## config.mk

```make
export PLATFORM = sky130hd
export DESIGN_NAME = three_level_strict_priority_queue_top
export DESIGN_NICKNAME = d
export VERILOG_FILES = /design/src/tspq_pkg.sv /design/src/tspq_ram.sv /design/src/tspq_ctrl.sv /design/src/tspq_dp.sv /design/src/three_level_strict_priority_queue_top.sv
export SDC_FILE = /design/constraint.sdc
export NUM_CORES = 2
export LEC_CHECK = 0
export BUFFER_PORTS_ARGS = -buffer_cell sky130_fd_sc_hd__buf_2
export CAP_MARGIN = 40
export CORE_MARGIN = 2
export CORE_UTILIZATION = 43
export CTS_CLUSTER_DIAMETER = 80
export DETAILED_ROUTE_END_ITERATION = 10
export PLACE_DENSITY = 0.62
export SLEW_MARGIN = 0
export SYNTH_ARGS = -nofsm -noshare
export SYNTH_HDL_FRONTEND = slang
export SYNTH_SLANG_ARGS = --single-unit
export TNS_END_PERCENT = 30
```

## constraint.sdc

```tcl
create_clock -name clk -period 8.8 [get_ports clk]
set_input_delay 1.76 -clock clk [delete_from_list [all_inputs] [get_ports clk]]
set_output_delay 1.76 -clock clk [all_outputs]
set_load 0.02 [all_outputs]
```

## src/tspq_pkg.sv

```systemverilog
// package for the three-level strict priority queue: constants, codes and link types
`timescale 1ns / 1ps

package tspq_pkg;

    localparam int DEPTH_DEF = 16;
    localparam int LEVELS    = 3;
    localparam int DATA_W    = 32;
    localparam int OCC_W     = 5;

    localparam logic [1:0] ST_OK     = 2'd0;
    localparam logic [1:0] ST_FULL   = 2'd1;
    localparam logic [1:0] ST_EMPTY  = 2'd2;
    localparam logic [1:0] ST_BADPRI = 2'd3;

    localparam logic KIND_ENQ = 1'b0;
    localparam logic KIND_DEQ = 1'b1;

    localparam logic [1:0] LVL_LO  = 2'd0;
    localparam logic [1:0] LVL_MID = 2'd1;
    localparam logic [1:0] LVL_HI  = 2'd2;

    localparam logic [1:0] PRI_NONE = 2'd0;

    typedef struct packed {
        logic apply;
        logic capture;
    } tspq_cmd_t;

    typedef struct packed {
        logic need_read;
    } tspq_sts_t;

endpackage

```

## src/tspq_ram.sv

```systemverilog
// generic single-port ram with registered read
`timescale 1ns / 1ps

module tspq_ram #(
    parameter int WIDTH = 32,
    parameter int DEPTH = 48
) (
    input  logic                     clk,
    input  logic                     we,
    input  logic                     re,
    input  logic [$clog2(DEPTH)-1:0] addr,
    input  logic [WIDTH-1:0]         wdata,
    output logic [WIDTH-1:0]         rdata
);

    logic [WIDTH-1:0] mem [DEPTH];
    logic [WIDTH-1:0] rdata_reg;

    always_ff @(posedge clk)
    begin
        if (we)
        begin
            mem[addr] <= wdata;
        end
        if (re)
        begin
            rdata_reg <= mem[addr];
        end
    end

    assign rdata = rdata_reg;

endmodule

```

## src/tspq_ctrl.sv

```systemverilog
// controller state machine for the priority queue
`timescale 1ns / 1ps

module tspq_ctrl (
    input  logic               clk,
    input  logic               rst_n,
    input  logic               req_valid,
    output logic               req_ready,
    output logic               rsp_valid,
    input  logic               rsp_ready,
    input  tspq_pkg::tspq_sts_t sts,
    output tspq_pkg::tspq_cmd_t cmd
);

    typedef enum logic [2:0] {
        S_IDLE = 3'b001,
        S_READ = 3'b010,
        S_RESP = 3'b100
    } state_t;

    state_t state_reg;
    state_t state_next;

    always_ff @(posedge clk or negedge rst_n)
    begin
        if (!rst_n)
        begin
            state_reg <= S_IDLE;
        end
        else
        begin
            state_reg <= state_next;
        end
    end

    always_comb
    begin
        state_next  = state_reg;
        req_ready   = 1'b0;
        rsp_valid   = 1'b0;
        cmd.apply   = 1'b0;
        cmd.capture = 1'b0;
        case (state_reg)
            S_IDLE:
            begin
                req_ready = 1'b1;
                if (req_valid)
                begin
                    cmd.apply  = 1'b1;
                    state_next = sts.need_read ? S_READ : S_RESP;
                end
            end
            S_READ:
            begin
                cmd.capture = 1'b1;
                state_next  = S_RESP;
            end
            S_RESP:
            begin
                rsp_valid = 1'b1;
                if (rsp_ready)
                begin
                    state_next = S_IDLE;
                end
            end
            default:
            begin
                state_next = S_IDLE;
            end
        endcase
    end

endmodule

```

## src/tspq_dp.sv

```systemverilog
// datapath: level pointers and counts, entry store and result registers
`timescale 1ns / 1ps

module tspq_dp #(
    parameter int DEPTH = tspq_pkg::DEPTH_DEF
) (
    input  logic                              clk,
    input  logic                              rst_n,
    input  tspq_pkg::tspq_cmd_t               cmd,
    output tspq_pkg::tspq_sts_t               sts,
    input  logic                              kind,
    input  logic signed [tspq_pkg::DATA_W-1:0] value,
    input  logic [1:0]                        priority_req,
    output logic signed [tspq_pkg::DATA_W-1:0] data_out,
    output logic [1:0]                        status,
    output logic [tspq_pkg::OCC_W-1:0]        occupancy,
    output logic                              is_empty,
    output logic                              is_full
);

    localparam int PTR_W  = $clog2(DEPTH);
    localparam int CNT_W  = $clog2(DEPTH + 1);
    localparam int MEM_D  = tspq_pkg::LEVELS * DEPTH;
    localparam int ADDR_W = $clog2(MEM_D);

    logic [PTR_W-1:0] head_reg  [tspq_pkg::LEVELS];
    logic [PTR_W-1:0] tail_reg  [tspq_pkg::LEVELS];
    logic [CNT_W-1:0] count_reg [tspq_pkg::LEVELS];
    logic [CNT_W-1:0] total_reg;
    logic [CNT_W-1:0] total_next;

    logic signed [tspq_pkg::DATA_W-1:0] data_out_reg;
    logic [1:0]                         status_reg;
    logic [tspq_pkg::OCC_W-1:0]         occupancy_reg;
    logic                               is_empty_reg;
    logic                               is_full_reg;

    logic [1:0]             deq_lv;
    logic [1:0]             lv;
    logic [PTR_W-1:0]       head_sel;
    logic [PTR_W-1:0]       tail_sel;
    logic [PTR_W-1:0]       ptr_sel;
    logic [PTR_W-1:0]       ptr_adv;
    logic [1:0]             status_now;
    logic                   is_full_now;
    logic                   is_empty_now;
    logic                   ok_enq;
    logic                   ok_deq;
    logic [ADDR_W-1:0]      ram_addr;
    logic [tspq_pkg::DATA_W-1:0] ram_rdata;

    assign is_full_now  = (total_reg >= CNT_W'(DEPTH));
    assign is_empty_now = (total_reg == '0);

    always_comb
    begin
        if (count_reg[tspq_pkg::LVL_HI] != '0)
        begin
            deq_lv = tspq_pkg::LVL_HI;
        end
        else if (count_reg[tspq_pkg::LVL_MID] != '0)
        begin
            deq_lv = tspq_pkg::LVL_MID;
        end
        else
        begin
            deq_lv = tspq_pkg::LVL_LO;
        end
    end

    assign lv = (kind == tspq_pkg::KIND_DEQ) ? deq_lv : (priority_req - 2'd1);

    always_comb
    begin
        case (lv)
            tspq_pkg::LVL_LO:
            begin
                head_sel = head_reg[tspq_pkg::LVL_LO];
                tail_sel = tail_reg[tspq_pkg::LVL_LO];
            end
            tspq_pkg::LVL_MID:
            begin
                head_sel = head_reg[tspq_pkg::LVL_MID];
                tail_sel = tail_reg[tspq_pkg::LVL_MID];
            end
            tspq_pkg::LVL_HI:
            begin
                head_sel = head_reg[tspq_pkg::LVL_HI];
                tail_sel = tail_reg[tspq_pkg::LVL_HI];
            end
            default:
            begin
                head_sel = '0;
                tail_sel = '0;
            end
        endcase
    end

    assign ptr_sel = (kind == tspq_pkg::KIND_DEQ) ? head_sel : tail_sel;
    assign ptr_adv = (ptr_sel == PTR_W'(DEPTH - 1)) ? '0 : ptr_sel + PTR_W'(1);

    assign ok_enq = (kind == tspq_pkg::KIND_ENQ) && !is_full_now
                    && (priority_req != tspq_pkg::PRI_NONE);
    assign ok_deq = (kind == tspq_pkg::KIND_DEQ) && !is_empty_now;

    always_comb
    begin
        if (kind == tspq_pkg::KIND_DEQ)
        begin
            status_now = is_empty_now ? tspq_pkg::ST_EMPTY : tspq_pkg::ST_OK;
        end
        else if (is_full_now)
        begin
            status_now = tspq_pkg::ST_FULL;
        end
        else if (priority_req == tspq_pkg::PRI_NONE)
        begin
            status_now = tspq_pkg::ST_BADPRI;
        end
        else
        begin
            status_now = tspq_pkg::ST_OK;
        end
    end

    always_comb
    begin
        if (ok_enq)
        begin
            total_next = total_reg + CNT_W'(1);
        end
        else if (ok_deq)
        begin
            total_next = total_reg - CNT_W'(1);
        end
        else
        begin
            total_next = total_reg;
        end
    end

    assign ram_addr = ADDR_W'(lv) * ADDR_W'(DEPTH) + ADDR_W'(ptr_sel);

    // level bookkeeping
    always_ff @(posedge clk or negedge rst_n)
    begin
        if (!rst_n)
        begin
            for (int i = 0; i < tspq_pkg::LEVELS; i++)
            begin
                head_reg[i]  <= '0;
                tail_reg[i]  <= '0;
                count_reg[i] <= '0;
            end
            total_reg <= '0;
        end
        else if (cmd.apply)
        begin
            for (int i = 0; i < tspq_pkg::LEVELS; i++)
            begin
                if (lv == 2'(i))
                begin
                    if (ok_enq)
                    begin
                        tail_reg[i]  <= ptr_adv;
                        count_reg[i] <= count_reg[i] + CNT_W'(1);
                    end
                    if (ok_deq)
                    begin
                        head_reg[i]  <= ptr_adv;
                        count_reg[i] <= count_reg[i] - CNT_W'(1);
                    end
                end
            end
            total_reg <= total_next;
        end
    end

    // result registers
    always_ff @(posedge clk)
    begin
        if (cmd.apply)
        begin
            data_out_reg  <= '0;
            status_reg    <= status_now;
            occupancy_reg <= tspq_pkg::OCC_W'(total_next);
            is_empty_reg  <= (total_next == '0);
            is_full_reg   <= (total_next == CNT_W'(DEPTH));
        end
        else if (cmd.capture)
        begin
            data_out_reg <= ram_rdata;
        end
    end

    tspq_ram #(
        .WIDTH (tspq_pkg::DATA_W),
        .DEPTH (MEM_D)
    ) u_store (
        .clk   (clk),
        .we    (cmd.apply && ok_enq),
        .re    (cmd.apply && ok_deq),
        .addr  (ram_addr),
        .wdata (value),
        .rdata (ram_rdata)
    );

    assign sts.need_read = ok_deq;

    assign data_out  = data_out_reg;
    assign status    = status_reg;
    assign occupancy = occupancy_reg;
    assign is_empty  = is_empty_reg;
    assign is_full   = is_full_reg;

endmodule

```

## src/three_level_strict_priority_queue_top.sv

```systemverilog
// Three-level strict priority queue: each request enqueues a word at priority 1..3 or
// dequeues the oldest word of the highest non-empty level, returning one result with
// a status and the new occupancy. One request is handled at a time: an enqueue or a
// failed request shows its result in the cycle after the request transfer, a successful
// dequeue passes through a read state first for the registered read port of the shared
// entry store (3*DEPTH words). The next request is taken in the cycle after the result
// transfer, so a new request waits until the last result has been taken.
`timescale 1ns / 1ps

module three_level_strict_priority_queue_top #(
    parameter int DEPTH = tspq_pkg::DEPTH_DEF
) (
    input  logic                               clk,
    input  logic                               rst_n,
    input  logic                               req_valid,
    output logic                               req_ready,
    input  logic                               kind,
    input  logic signed [tspq_pkg::DATA_W-1:0] value,
    input  logic [1:0]                         priority_req,
    output logic                               rsp_valid,
    input  logic                               rsp_ready,
    output logic signed [tspq_pkg::DATA_W-1:0] data_out,
    output logic [1:0]                         status,
    output logic [tspq_pkg::OCC_W-1:0]         occupancy,
    output logic                               is_empty,
    output logic                               is_full
);

    tspq_pkg::tspq_cmd_t cmd;
    tspq_pkg::tspq_sts_t sts;

    tspq_ctrl u_ctrl (
        .clk       (clk),
        .rst_n     (rst_n),
        .req_valid (req_valid),
        .req_ready (req_ready),
        .rsp_valid (rsp_valid),
        .rsp_ready (rsp_ready),
        .sts       (sts),
        .cmd       (cmd)
    );

    tspq_dp #(
        .DEPTH (DEPTH)
    ) u_dp (
        .clk          (clk),
        .rst_n        (rst_n),
        .cmd          (cmd),
        .sts          (sts),
        .kind         (kind),
        .value        (value),
        .priority_req (priority_req),
        .data_out     (data_out),
        .status       (status),
        .occupancy    (occupancy),
        .is_empty     (is_empty),
        .is_full      (is_full)
    );

endmodule

```

# After elaboration in Yosys (flattened, before gate mapping)
# Memory sizes are Yosys's and may differ from the RTL's. A register that Yosys moved wholly into a read port is not among the register bits.
# Index checks and enable logic that the tools add are counted.
# W data, S select, Z words.
# word_totals
ff_bits	83
ramBits	1536
inputBits	39
output_inout_bits	43
word_cells	88
memories	1
# op_classes
n_addsub	9
order_cmp	1
eq_ne	9
mux	28
bitwise	1
reduce_logical	24
# memory_table
name	depth	word_bits	rd	rd_ports_with_merged_regs	wr	line	source
u_dp.u_store.mem	48	32	1	1	1	tspq_ram.sv:16	logic [WIDTH-1:0] mem [DEPTH];
# ops
op	count
$mux W5	6
$pmux W4 S3	2
$reduce_and A3 Y1	8
$add A5 B1 Y5 const B	3
$sub A5 B1 Y5 const B	3
$mux W2	6
$logic_not A5 Y1	2
$reduce_bool A5 Y1	2
$mux W3	3
$pmux W3 S3	1
$mux W1	8
$mux W4	2
$add A6 B4 Y6	1
$eq A5 B5 Y1 const B	1
$ge A5 B5 Y1 const B	1
$logic_and A1 B1 Y1	5
$add A4 B1 Y4 const B	1
$eq A4 B4 Y1 const B	1
$logic_not A2 Y1	2
$ne A2 B2 Y1 const B	2
$reduce_bool A2 Y1	2
$eq A3 B1 Y1 const B	1
$eq A3 B2 Y1 const B	1
$eq A3 B3 Y1 const B	1
other kinds (6)	7

# Logic depth before layout (Yosys ltp)
# depth
ltp_word	9
mapped_depth	17
ltp_nobuf	12

# Hierarchy
# A second synthesis with hierarchy kept.
# hier_totals
cells_unflattened	3622
area_unflattened_um2	63878.8
# modules_own_cells
module	instances	cells_each	area_each_um2	seq_area_each_um2
tspq_ram	1	3231	59818.6	47085.2
tspq_dp	1	378	3902.5	1886.8
tspq_ctrl	1	13	157.7	76.3

# Least setup slack after synthesis
# No wires, ideal clock.
# synth_path
path_type	in2reg
start	input priority_req[0]
end	memory u_dp.u_store.mem[32][0] (enable)
setup_time_ps	421
arrival_ps	5693
t_required_ps	8379
slack_ps	2686
path_stages	11
n_path_buf	3
path_cell_list	clkbuf_1 inv_1 ha_1 nand2b_1 o41ai_1 and3_1 o41ai_2 clkbuf_1 buf_2 nand4_1 nor2_1
# synth_via
elab_chain_len	6
elab_cells_between_ends	14
cone_classes	2 x add/sub; 2 x eq/ne; 6 x mux; 4 x reduce/logical
# synth_rtl
item	line	source
from (decl)	three_level_strict_priority_queue_top.sv:19	input logic [1:0] priority_req,
$sub A2 B1 Y2	tspq_dp.sv:71	assign lv = (kind == tspq_pkg::KIND_DEQ) ? deq_lv : (priority_req - 2'd1);
$mux W2	tspq_dp.sv:71	
$eq A2 B2 Y1, or another cell as far along	tspq_dp.sv:75	case (lv)
$pmux W4 S3	tspq_dp.sv:75	
$mux W4	tspq_dp.sv:99	assign ptr_sel = (kind == tspq_pkg::KIND_DEQ) ? head_sel : tail_sel;
$add A6 B4 Y6	tspq_dp.sv:142	assign ram_addr = ADDR_W'(lv) * ADDR_W'(DEPTH) + ADDR_W'(ptr_sel);
to (decl)	tspq_ram.sv:16	
# Several ways; a longest one is shown, not always the timed one.

# Worst setup path in the final report
# layout_path
start	input kind
end	memory u_dp.u_store.mem[8][30] (enable)
# layout_via
elab_chain_len	6
elab_cells_between_ends	14
cone_classes	1 x add/sub; 2 x eq/ne; 6 x mux; 1 x bitwise; 4 x reduce/logical
# layout_rtl
item	line	source
from (decl)	three_level_strict_priority_queue_top.sv:17	input logic kind,
branches (longest 6 deep; another with $add A6 B4 Y6)	n/a	
# Several ways; the timed one is not identified.

==> implementation parameters <==
Parameter                              Value

Logic synthesis
  Most common library cells after synthesis ... 1577 x sky130_fd_sc_hd__edfxtp_1, 575 x sky130_fd_sc_hd__nand2_1, 335 x sky130_fd_sc_hd__a21oi_1, 241 x sky130_fd_sc_hd__a22oi_1, 127 x sky130_fd_sc_hd__mux2i_1
  Main flop type after synthesis ... sky130_fd_sc_hd__edfxtp_1
  Mapped Avg Cell Area ... 15.7 sq um
  Number of synthesized flops with an enable pin ... 1577
  Yosys warns ... 0
  Number of distinct library cell variants in the gate-level netlist after synthesis ... 77
  Share of synthesized flip-flops with an asynchronous set or reset ... 0.0254
  Cell count after synthesis ... 4002
  Netlist area before placement ... 63000 sq um
  Proportion of netlist area held by the largest area contributor ... 0.751
  Number of nets produced by synthesis ... 4053
  Cell type with the largest total area after synthesis ... sky130_fd_sc_hd__edfxtp_1
  Largest cells by area after synthesis ... sky130_fd_sc_hd__edfxtp_1 75%, sky130_fd_sc_hd__nand2_1 3.4%, sky130_fd_sc_hd__a22oi_1 2.9%, sky130_fd_sc_hd__a21oi_1 2.7%, sky130_fd_sc_hd__mux2i_1 2.0%
  Sequential area share after synthesis ... 0.778
  Most frequent cell after synthesis ... sky130_fd_sc_hd__edfxtp_1
  Number of register bits inferred by synthesis ... 1651

Power and ir drop
  PnR Total Power ... 21.3 mW
  Sequential share of power ... 0.426
  Reported leakage power ... 23.3 nW
  Net switching share of the total power ... 0.328
  Total internal power ... 14.3 mW
  Clk network pwr share ... 0.320
  Comb pwr share ... 0.254
  Power density cells ... 295 nW/um^2
  Net switching power ... 6.98 mW
  Maximum vdd drop ... 0.258 mV

Drt
  Overall routed net length ... 181000 microns
  Wire length per cell ... 29.1 microns
  Via/cell ratio ... 6.08
  DRC marker count from the first detailed-route iteration ... 5196
  DRC violations left ... 0
  Number of routed nets with antenna violations ... 0
  Overall via count from detail_route ... 37734
  Router iterations before antenna repair ... 6

Worst setup path
  Start point of the critical path ... kind
  Arrival time of the worst setup path ... 6.14 ns
  Startpoint Class ... input pin
  Destination of the critical timing path ... u_dp.u_store.mem[8][30]
  Req. time, crit path ... 9.25 ns
  Class of the most critical setup path ... input pin to flip-flop
  Depth of the worst register-to-register path ... 9
  Worst Path Max Fanout ... 41
  Start of the worst register-to-register path ... u_dp.count_reg[1]
  Kind of end point of the critical path ... flip-flop
  Worst flop-to-flop path endpoint ... u_dp.u_store.rdata[28]
  Setup slack of the most critical reg-to-reg path ... 3.68 ns

Clock network
  H-tree Lvls ... 4
  Clock tree root buffer cell ... sky130_fd_sc_hd__clkbuf_16
  Gates resized, CTS repair ... 0
  CTS tree ... yes
  CTS clock-pin slew for the worst setup and hold paths ... 0.06 ns
  Post-CTS Hold Buffers ... 0
  Post-CTS setup buffers ... 0
  Largest buffer count on any clock path ... 3
  Clock latency on the worst-skew pair ... 0.79 ns
  Number of sinks driven by the clock tree ... 1651
  TritonCTS buffer count ... 167

Global routing
  GRT overflow ... 0
  Pin count of the biggest net entering global routing ... 89
  Wire length of the first global-routing pass ... 261000 microns
  Antenna violations before repair ... 7
  Number of global-route vias before repair ... 36276
  GRT Total Usage ... 0.238

Floorplanning
  Number of cell rows ... 140
  Core Box Area ... 146000 sq um
  Die Width ... 387 microns
  Initial Utilization ... 0.433
  Die area ... 150000 sq um
  IO Count ... 82
  Die Span Y ... 387 microns

Run
  Max-cap violation count ... 0

Timing
  Number of slew-limit violations in the final report ... 0
  TNS Setup ... 0 ns
  Final clock skew ... 0.0204 ns
  Transition time of the tightest slew-check pin ... 1.05 ns
  Setup violations, final ... 0
  Number of hold violations in the final report ... 0
  Final worst path period need ... 5.69 ns
  Share of the clock period used by the worst path ... 0.647
  Maximum achievable frequency ... 0.176 GHz
  Worst slew margin ... 0.301
  RSZ-0062 raised after global routing ... false

Place
  Routability congestion estimate ... 0.895
  Placed Instances ... 5905
  Post-DP HPWL ... 107000 microns
  Input/output buffers ... 81

Final layout
  Share of post-route cells with drive strength above 1 ... 0.137
  Final Net Count ... 4209
  Number of flip-flops in the largest register ... 1536
  Area growth from synthesis to layout ... 14.6%
  Fill count ... 11959
  Count of placed standard cells in the final layout, fillers left out ... 6211

Worst hold path
  Path type of the worst min-delay path ... flip-flop to flip-flop

Run status
  Status ... completed
-- worst min-delay path by stage --
stage,startpoint,endpoint,slack (ns),cells past startpoint
2_1_floorplan,u_dp.tail_reg[9],u_dp.tail_reg[9],0.44,2
3_3_place_gp,u_dp.data_out[25],u_dp.data_out[25],0.44,2
3_5_place_dp,u_dp.data_out[24],u_dp.data_out[24],0.44,2
4_1_cts,u_dp.data_out[24],u_dp.data_out[24],0.45,2
5_1_grt,u_dp.data_out[20],u_dp.data_out[20],0.47,2
6_report,u_dp.data_out[16],u_dp.data_out[16],0.45,2
-- routing by layer --
layer,routed length [microns],vias up,track usage
met4,3900,6,0.0603
met2,82900,2110,0.364
met5,44,-,0
li1,-,16122,-
met3,19900,286,0.0581
met1,74300,19210,0.341
-- power groups by stage --
stage	Clock (mW)	Combinational, mW	Sequential, mW
4_1_cts	6.88	5.33	9.06
3_5_place_dp	0	5.31	9.22
3_3_place_gp	0	5.22	9.22
2_1_floorplan	0	3.15	9.20
5_1_grt	7.19	5.71	9.08
6_report	6.81	5.41	9.06
-- placed cells by master (no fill, tap or decap), types with 15 or more instances in the layout --
cell type / count
sky130_fd_sc_hd__edfxtp_1: 1577
sky130_fd_sc_hd__nand2_1: 575
sky130_fd_sc_hd__a21oi_1: 335
sky130_fd_sc_hd__a22oi_1: 241
sky130_fd_sc_hd__clkbuf_16: 173
sky130_fd_sc_hd__mux2i_1: 127
sky130_fd_sc_hd__o21ai_0: 117
sky130_fd_sc_hd__buf_4: 104
sky130_fd_sc_hd__buf_2: 81
sky130_fd_sc_hd__a221oi_1: 78
sky130_fd_sc_hd__a211oi_1: 59
sky130_fd_sc_hd__nor2_4: 55
sky130_fd_sc_hd__clkinv_1: 44
sky130_fd_sc_hd__dfrtp_1: 41
sky130_fd_sc_hd__nand3_1: 40
sky130_fd_sc_hd__buf_12: 38
sky130_fd_sc_hd__nor2_1: 37
sky130_fd_sc_hd__o211ai_1: 36
sky130_fd_sc_hd__o22ai_1: 36
sky130_fd_sc_hd__clkinv_2: 32
sky130_fd_sc_hd__dfxtp_1: 32
sky130_fd_sc_hd__clkbuf_1: 31
sky130_fd_sc_hd__mux2_2: 28
sky130_fd_sc_hd__nand4_1: 28
sky130_fd_sc_hd__inv_1: 20
sky130_fd_sc_hd__o221ai_1: 18
sky130_fd_sc_hd__a311oi_1: 17
sky130_fd_sc_hd__a41oi_1: 17
sky130_fd_sc_hd__nor3_1: 16
sky130_fd_sc_hd__a222oi_1: 15
-- per-stage QoR --
stage | instance area [sq um] | utilization | hold WS [ns] | worst slack (ns)
floorplan | 63000 | - | 0.440 | 2.69
global route | 72200 | 0.496 | 0.472 | 2.95
global placement | 66000 | 0.454 | 0.441 | 2.36
finish | 72200 | 0.496 | 0.451 | 3.11
CTS | 72200 | 0.496 | 0.453 | 3.19
detailed placement | 67000 | 0.460 | 0.444 | 2.35
-- cell families (layout without fill, tap and decap cells) --
logic type | count (synthesis) | count (layout) | synth area share
adders and majority gates | 12 | 12 | 0.00262
other | 0 | 1 | 0
AOI/OAI and AO/OA | 1062 | 1062 | 0.113
and+or+nand+nor | 818 | 818 | 0.0542
xor gates and xnor gates | 16 | 16 | 0.00222
DFF | 1651 | 1651 | 0.778
muxes | 170 | 170 | 0.0295
buffers and inverters | 273 | 564 | 0.0204
-- worst max-delay path, cell delays in order --
cell                        delay [ns]
sky130_fd_sc_hd__buf_2            0.32
sky130_fd_sc_hd__nor2b_1          0.35
sky130_fd_sc_hd__o211ai_2         0.28
sky130_fd_sc_hd__o2111ai_4        0.37
sky130_fd_sc_hd__inv_6            0.24
sky130_fd_sc_hd__buf_4            0.38
sky130_fd_sc_hd__nor2_1           0.59
sky130_fd_sc_hd__nand2_1          0.62
sky130_fd_sc_hd__nor2_4           0.70
sky130_fd_sc_hd__buf_4            0.42
-- area by class of cell --
cell class                      count  area, sq um  share of cell area
Multi-Input combinational cell   2078        13200               0.183
Clock buffer                      207         4490              0.0621
Clock inverter                     97          727              0.0101
Tap cell                         1917         2400              0.0332
Antenna cell                        1         2.50           0.0000346
Sequential cell                  1651        49000               0.679
Timing Repair Buffer              238         2280              0.0315
Inverter                           22          100             0.00139
(Power assumes the default switching activity.)
